## src/design/knps_pkg.sv

```systemverilog
// Shared types, sizes and the ranking function for the k nearest points selector.
// Used by knps_cell and k_nearest_points_select_core; depends on nothing else.
`default_nettype none

package knps_pkg;

  localparam int MAX_KEEP   = 16;
  localparam int COORD_BITS = 16;
  localparam int DIST_W     = 2 * COORD_BITS;
  localparam int KCFG_W     = 5;
  localparam int CNT_W      = $clog2(MAX_KEEP + 1);
  localparam int KCMP_W     = (CNT_W > KCFG_W) ? CNT_W : KCFG_W;

  // Every cell but the top one of the chain.
  localparam logic [MAX_KEEP-1:0] LOW_CELLS = {MAX_KEEP{1'b1}} >> 1;

  typedef logic signed [COORD_BITS-1:0] coord_t;
  typedef logic [DIST_W-1:0]            dist_t;

  typedef struct packed {
    coord_t x;
    coord_t y;
    dist_t  d;
  } point_t;

  typedef struct packed {
    logic insert;  // a new point enters the sorted chain
    logic shift;   // flush: every cell takes its lower neighbor
    logic keep;    // this cell lies below the current k
  } cell_ctrl_t;

  // True when a ranks strictly below b by (distance, x, y).
  function automatic logic key_less(input point_t a, input point_t b);
    logic res;
    if (a.d != b.d) begin
      res = (a.d < b.d);
    end else if (a.x != b.x) begin
      res = ($signed(a.x) < $signed(b.x));
    end else begin
      res = ($signed(a.y) < $signed(b.y));
    end
    return res;
  endfunction

endpackage

`default_nettype wire

```

## src/design/knps_cell.sv

```systemverilog
// One cell of the sorted insertion chain: holds one kept point and its valid bit.
// Depends on knps_pkg for the point type, the control struct and key_less.
`default_nettype none

module knps_cell (
  input  wire logic                clk,
  input  wire logic                rst_n,
  input  wire knps_pkg::cell_ctrl_t ctrl,
  input  wire knps_pkg::point_t    new_pt,
  input  wire knps_pkg::point_t    prev_pt,
  input  wire logic                prev_vld,
  input  wire logic                prev_less,
  output knps_pkg::point_t         pt,
  output logic                     vld,
  output logic                     less
);
  import knps_pkg::*;

  point_t pt_r, pt_nxt;
  logic   vld_r, vld_nxt;

  // An empty cell ranks above every point.
  assign less = !vld_r || key_less(new_pt, pt_r);

  always_comb begin
    pt_nxt  = pt_r;
    vld_nxt = vld_r;
    if (ctrl.shift) begin
      pt_nxt  = prev_pt;
      vld_nxt = prev_vld;
    end else if (ctrl.insert) begin
      if (less) begin
        if (prev_less) begin
          pt_nxt  = prev_pt;
          vld_nxt = prev_vld;
        end else begin
          pt_nxt  = new_pt;
          vld_nxt = 1'b1;
        end
      end
      vld_nxt = vld_nxt && ctrl.keep;
    end
  end

  always_ff @(posedge clk) begin
    if (!rst_n) begin
      vld_r <= 1'b0;
    end else begin
      vld_r <= vld_nxt;
    end
  end

  always_ff @(posedge clk) begin
    pt_r <= pt_nxt;
  end

  assign pt  = pt_r;
  assign vld = vld_r;

endmodule

`default_nettype wire

```

## src/design/k_nearest_points_select_core.sv

```systemverilog
// Top level of the k nearest points selector: input and square stage, the chain of
// sorted cells, the flush control and the output register. Depends on knps_pkg, knps_cell.
//
// Usage. Points arrive on the in_ channel (in_valid / in_stall) with signed x and y and
// an end_of_set flag. A transfer happens at a rising edge with valid high and stall low.
// The block keeps the k points with the smallest key (squared distance, x, y); k comes
// from cfg_wdata, written whenever cfg_we is high, and is read as 1 for zero and as
// MAX_KEEP above that. Write it only while the block is idle.
// Each point is registered in the square stage and then placed in the sorted chain; a
// new point may follow every cycle, so the rate is one point a cycle outside flushes.
// A point with end_of_set is stored like any other and then starts a flush: the chain
// shifts upward by one cell a cycle unless an out_ stall holds it, and the top cell is
// handed to the output register. Results leave largest key first on the out_ channel,
// the last one with out_final_result set, and the store is empty afterwards. Once the
// first result appears, one result leaves per cycle while the receiver does not stall.
// While a flush runs the input channel stalls once its one waiting point is taken. A
// stall on the out_ channel holds a waiting result in the output register and, once the
// top cell is occupied, freezes the chain until the result is taken.
// Reset (rst_n low at a clock edge) empties the store, drops any pending point or
// result, and sets k to 1.
`default_nettype none

module k_nearest_points_select_core (
  input  wire logic                         clk,
  input  wire logic                         rst_n,
  input  wire logic                         cfg_we,
  input  wire logic [knps_pkg::KCFG_W-1:0]  cfg_wdata,
  input  wire logic                         in_valid,
  output logic                              in_stall,
  input  wire logic signed [knps_pkg::COORD_BITS-1:0] in_point_x,
  input  wire logic signed [knps_pkg::COORD_BITS-1:0] in_point_y,
  input  wire logic                         in_end_of_set,
  output logic                              out_valid,
  input  wire logic                         out_stall,
  output logic signed [knps_pkg::COORD_BITS-1:0] out_x,
  output logic signed [knps_pkg::COORD_BITS-1:0] out_y,
  output logic [knps_pkg::DIST_W-1:0]       out_squared_distance,
  output logic                              out_final_result
);
  import knps_pkg::*;

  // Which cells lie below k; rewritten on every configuration write.
  logic [MAX_KEEP-1:0] keep_mask_r, keep_mask_nxt;
  logic [KCMP_W-1:0]   cfg_ext, eff_k;

  always_comb begin
    cfg_ext = KCMP_W'(cfg_wdata);
    if (cfg_ext == '0) begin
      eff_k = KCMP_W'(1);
    end else if (cfg_ext > KCMP_W'(MAX_KEEP)) begin
      eff_k = KCMP_W'(MAX_KEEP);
    end else begin
      eff_k = cfg_ext;
    end
    for (int i = 0; i < MAX_KEEP; i++) begin
      keep_mask_nxt[i] = (KCMP_W'(i) < eff_k);
    end
  end

  always_ff @(posedge clk) begin
    if (!rst_n) begin
      keep_mask_r <= MAX_KEEP'(1);
    end else if (cfg_we) begin
      keep_mask_r <= keep_mask_nxt;
    end
  end

  // Square stage: the two squares are registered here and summed in the insert cycle.
  logic   s1_vld_r, s1_vld_nxt;
  coord_t s1_x_r, s1_y_r;
  dist_t  s1_sqx_r, s1_sqy_r;
  logic   s1_eos_r;
  logic signed [DIST_W-1:0] sqx, sqy;
  logic   in_fire, insert_go;
  logic   flush_r, flush_nxt;

  assign in_stall  = s1_vld_r && flush_r;
  assign in_fire   = in_valid && !in_stall;
  assign insert_go = s1_vld_r && !flush_r;

  assign sqx = DIST_W'(in_point_x) * DIST_W'(in_point_x);
  assign sqy = DIST_W'(in_point_y) * DIST_W'(in_point_y);

  always_comb begin
    s1_vld_nxt = s1_vld_r;
    if (in_fire) begin
      s1_vld_nxt = 1'b1;
    end else if (insert_go) begin
      s1_vld_nxt = 1'b0;
    end
  end

  always_ff @(posedge clk) begin
    if (!rst_n) begin
      s1_vld_r <= 1'b0;
    end else begin
      s1_vld_r <= s1_vld_nxt;
    end
  end

  always_ff @(posedge clk) begin
    if (in_fire) begin
      s1_x_r   <= in_point_x;
      s1_y_r   <= in_point_y;
      s1_sqx_r <= dist_t'(sqx);
      s1_sqy_r <= dist_t'(sqy);
      s1_eos_r <= in_end_of_set;
    end
  end

  point_t new_pt;
  assign new_pt.x = s1_x_r;
  assign new_pt.y = s1_y_r;
  assign new_pt.d = s1_sqx_r + s1_sqy_r;

  // Chain of cells, cell 0 holding the smallest key. In a flush the chain shifts
  // toward the top cell, which feeds the output register.
  point_t              cell_pt [MAX_KEEP];
  logic [MAX_KEEP-1:0] cell_vld;
  logic [MAX_KEEP-1:0] cell_less;
  logic                top_vld, out_load, shift_en, last_pt;

  assign top_vld  = cell_vld[MAX_KEEP-1];
  assign out_load = flush_r && top_vld && (!out_valid || !out_stall);
  assign shift_en = flush_r && (!top_vld || out_load);
  // The occupied cells form one unbroken run, so the top one is the last when no
  // other cell is occupied.
  assign last_pt  = ((cell_vld & LOW_CELLS) == '0);

  for (genvar i = 0; i < MAX_KEEP; i++) begin : g_cell
    cell_ctrl_t ctrl;
    point_t     prev_pt;
    logic       prev_vld, prev_less;

    assign ctrl.insert = insert_go;
    assign ctrl.shift  = shift_en;
    assign ctrl.keep   = keep_mask_r[i];

    if (i == 0) begin : g_first
      assign prev_pt   = new_pt;
      assign prev_vld  = 1'b0;
      assign prev_less = 1'b0;
    end else begin : g_next
      assign prev_pt   = cell_pt[i-1];
      assign prev_vld  = cell_vld[i-1];
      assign prev_less = cell_less[i-1];
    end

    knps_cell u_cell (
      .clk      (clk),
      .rst_n    (rst_n),
      .ctrl     (ctrl),
      .new_pt   (new_pt),
      .prev_pt  (prev_pt),
      .prev_vld (prev_vld),
      .prev_less(prev_less),
      .pt       (cell_pt[i]),
      .vld      (cell_vld[i]),
      .less     (cell_less[i])
    );
  end

  // Flush control: starts when a point with end_of_set has been stored, ends when the
  // last point leaves the chain.
  always_comb begin
    flush_nxt = flush_r;
    if (insert_go && s1_eos_r) begin
      flush_nxt = 1'b1;
    end else if (out_load && last_pt) begin
      flush_nxt = 1'b0;
    end
  end

  always_ff @(posedge clk) begin
    if (!rst_n) begin
      flush_r <= 1'b0;
    end else begin
      flush_r <= flush_nxt;
    end
  end

  // Output register.
  logic out_valid_r, out_valid_nxt;
  point_t out_pt_r;
  logic out_final_r;

  always_comb begin
    out_valid_nxt = out_valid_r;
    if (out_load) begin
      out_valid_nxt = 1'b1;
    end else if (out_valid_r && !out_stall) begin
      out_valid_nxt = 1'b0;
    end
  end

  always_ff @(posedge clk) begin
    if (!rst_n) begin
      out_valid_r <= 1'b0;
    end else begin
      out_valid_r <= out_valid_nxt;
    end
  end

  always_ff @(posedge clk) begin
    if (out_load) begin
      out_pt_r    <= cell_pt[MAX_KEEP-1];
      out_final_r <= last_pt;
    end
  end

  assign out_valid            = out_valid_r;
  assign out_x                = out_pt_r.x;
  assign out_y                = out_pt_r.y;
  assign out_squared_distance = out_pt_r.d;
  assign out_final_result     = out_final_r;

endmodule

`default_nettype wire

```

## config.mk

```make
export PLATFORM = sky130hd
export DESIGN_NAME = k_nearest_points_select_core
export DESIGN_NICKNAME = d
export VERILOG_FILES = /design/src/design/knps_pkg.sv /design/src/design/knps_cell.sv /design/src/design/k_nearest_points_select_core.sv
export SDC_FILE = /design/constraint.sdc
export NUM_CORES = 2
export LEC_CHECK = 0
export BUFFER_PORTS_ARGS = -buffer_cell sky130_fd_sc_hd__buf_2
export CAP_MARGIN = 20
export CORE_MARGIN = 2
export CORE_UTILIZATION = 65
export DETAILED_ROUTE_END_ITERATION = 12
export PLACE_DENSITY = 0.88
export SYNTH_ARGS = -nofsm -noshare
export SYNTH_HDL_FRONTEND = slang
export SYNTH_SLANG_ARGS = --single-unit
```

## constraint.sdc

```tcl
create_clock -name clk -period 11.8 [get_ports clk]
set_input_delay 0 -clock clk [delete_from_list [all_inputs] [get_ports clk]]
set_output_delay 0 -clock clk [all_outputs]
set_load 0.03 [all_outputs]
```

==> metrics.yaml <==
cells_and_area:
  nFillCells: 9021
  mostFrequentLayoutCell: "inv_1"
  drive_gt1_share_pct: 12.4
  final_cell_mix: "inv_1, ha_1, edfxtp_1"
  multi_input_area_um2: 49600
  area_growth_pct: 8.36
  register_area_um2: 36200
  final_nets: 10546
cts:
  cts.sinks: 1217
  ctsResizeCount: 0
  cts_tree: "built"
  clk_pin_slew_ps: 60
  post-cts-setup-buffers: 0
  htree_num_levels: 4
  cts_root_buffer: "clkbuf_16"
  clock_latency_ps: 770
  cts_buffer_depth: 3
  cts_hold_buffers: 53
  cts_made_buffers: 132
synth:
  synth_cell_type_count: 85
  synthCells: 8682
  postSynthAreaPerCell_um2: 10.7
  synth_edf_count: 1182
  synth_warnings: 0
  synth_seq_cells: 1217
  syn-num-nets: 10410
  netlist_area_um2: 92900
  ys_dominant_reg_cell: "edfxtp_1"
  async_flop_share_pct: 0
  synth_seq_area_share_pct: 39.0
hold_path:
  min_from: "in_point_x[0]"
  hold_class: "in2reg"
  hold_depth: 2
placed_design:
  place_congestion: 0.967
  hpwl_um: 157000
  port_buffers: 109
drt:
  drt_iter0_drc: 4314
  viasPerCell: 6.02
  firstDrtPassIters: 6
  post_drt_wl_per_cell_um: 19.4
  vias: 65115
  route.detailed.drc: 0
  drt_wl_total_um: 210000
  drtAntennaViolNets: 0
die:
  initial_core_util_pct: 65.5
  die_w_um: 382
  die_area_um2: 146000
  die_y_um: 382
  rows: 138
  io_pins: 110
  core-area_um2: 142000
global_route:
  grt_pass1_wl_um: 343000
  grt_max_degree: 118
  grt_pass1_vias: 70135
  grt_overflow_total: 0
  antenna_found_initial: 1
  grt_use_total_pct: 28.9
timing:
  fmax_mhz: 139
  final.period_utilization_pct: 61.2
  tightest_slew_ps: 1220
  slew_headroom_pct: 17.6
  skew_ps: 33.6
  tns_ps: 0
  finalMaxSlewViolations: 0
  hold_violations: 0
  fin_crit_ps: 7220
  hold_ws_ps: 217
  setup_viol: 0
  rsz0062_at_grt: "false"
critical_path:
  crit_fanout: 40
  crit_top_cell: "buf_4"
  crit_cells: 20
  r2r_start: "s1_sqy_r[3]"
  critical_path_class: "reg2reg"
  cp-startpoint: "s1_sqy_r[3]"
  worst_ep_arrival_time_ps: 7630
  slowest_delay_ps: 760
  slowest_stage: "nor4_1"
  reg2reg_depth: 20
  start_kind: "register"
  crit_path_end_kind: "register"
  critical_path.cell_chain: "ha_1 -> a211oi_1 -> o21ai_0 -> o2111ai_1 -> o311ai_2 -> o22ai_2 -> o21ai_1 -> a21oi_1 -> xnor2_2 -> buf_4 -> ha_1 -> nand4_1 -> nor4_1 -> nand3_1 -> a21o_1 -> a311oi_1 -> nor3_4 -> buf_4 -> nor2_4 -> buf_4"
  crit_buf_inv: 3
  critPathTopFamily: "compound AO/OA/AOI/OAI gates"
  required_ps: 12220
status:
  status: "complete, no violations"
flow_run:
  maxCapViolCount: 0
==> Yosys cell counts (24+ instances only) <==
cell | n | share of area, %
a21oi_1 | 341 | 1.8
nand2_1 | 632 | 2.6
nor4_1 | 36 | 0.24
nor2b_1 | 67 | 0.45
a211oi_1 | 64 | 0.52
mux2_2 | 611 | 7.4
o211ai_1 | 57 | 0.46
nand3_1 | 94 | 0.51
xnor2_1 | 81 | 0.76
o21ai_0 | 560 | 3.0
a31oi_1 | 40 | 0.27
fa_1 | 473 | 10
nor3_1 | 79 | 0.43
clkbuf_1 | 193 | 0.78
ha_1 | 1212 | 16
a21o_1 | 148 | 1.2
edfxtp_1 | 1182 | 38
and2_1 | 89 | 0.60
o21a_1 | 48 | 0.39
nand2b_1 | 58 | 0.39
inv_1 | 1720 | 6.9
nand4_1 | 159 | 1.1
buf_2 | 69 | 0.37
nor2_1 | 272 | 1.1
dfxtp_1 | 35 | 0.75
and3_1 | 28 | 0.19
a2111oi_0 | 28 | 0.26
xor2_1 | 26 | 0.25
o21bai_1 | 24 | 0.19
==> cell type report <==
type                            instances  area share [%]
Inverter                             1721            6.42
Tap cell                             1890            2.35
Clock inverter                         62           0.513
Clock buffer                          175            3.65
Antenna cell                            1         0.00249
Multi-Input combinational cell       5479            49.3
Timing Repair Buffer                  267            1.85
Sequential cell                      1217            36.0
==> sequential cells by signal (all words and copies together) (netlist names) <==
register,cells
s1_sqx_r,30
out_final_result,1
out_x,16
out_valid,1
s1_eos_r,1
s1_sqy_r,30
out_squared_distance,32
keep_mask_r,16
g_cell.u_cell.pt,1024
out_y,16
g_cell.u_cell.vld,16
s1_y_r,16
s1_x_r,16
flush_r,1
s1_vld_r,1
==> cell families (layout without fill, tap and decap cells) <==
logic type | Yosys count | count (layout) | share of synthesized area, %
compound gates | 1468 | 1468 | 9.64
xor+xnor | 107 | 107 | 1.01
fa+ha+maj | 1685 | 1685 | 26.5
buf+inv | 1986 | 2225 | 8.13
flops | 1217 | 1217 | 39.0
mux | 627 | 627 | 7.59
other cells | 0 | 1 | 0
simple gates | 1592 | 1592 | 8.16
==> metrics by stage <==
stage	worst slack, ps	area [µm²]	utilization (%)	instances
floorplan	3530	92900	-	8682
global placement	4750	95900	67.7	10521
detailed placement	4650	95900	67.7	10521
CTS	4620	101000	71.0	10811
global route	4010	101000	71.0	10811
finish	4580	101000	71.0	10812
==> worst paths after layout <==
kind	end	slack [ps]
hold / removal	s1_x_r[0]	220
setup / recovery	g_cell[13].u_cell.pt[17]	4580
hold reg to reg	out_x[2]	450
setup reg to reg	g_cell[13].u_cell.pt[17]	4580
==> layer usage <==
metal  share of wire, %  global-route usage [%]
met3                5.3                    3.92
met1                 37                    31.6
met4                6.8                    18.2
met2                 51                    52.8
met5             0.0062                       0
Power is left out: the tool's default activity adds up to more than one toggle a clock period on the data nets, which glitch-free logic cannot reach.
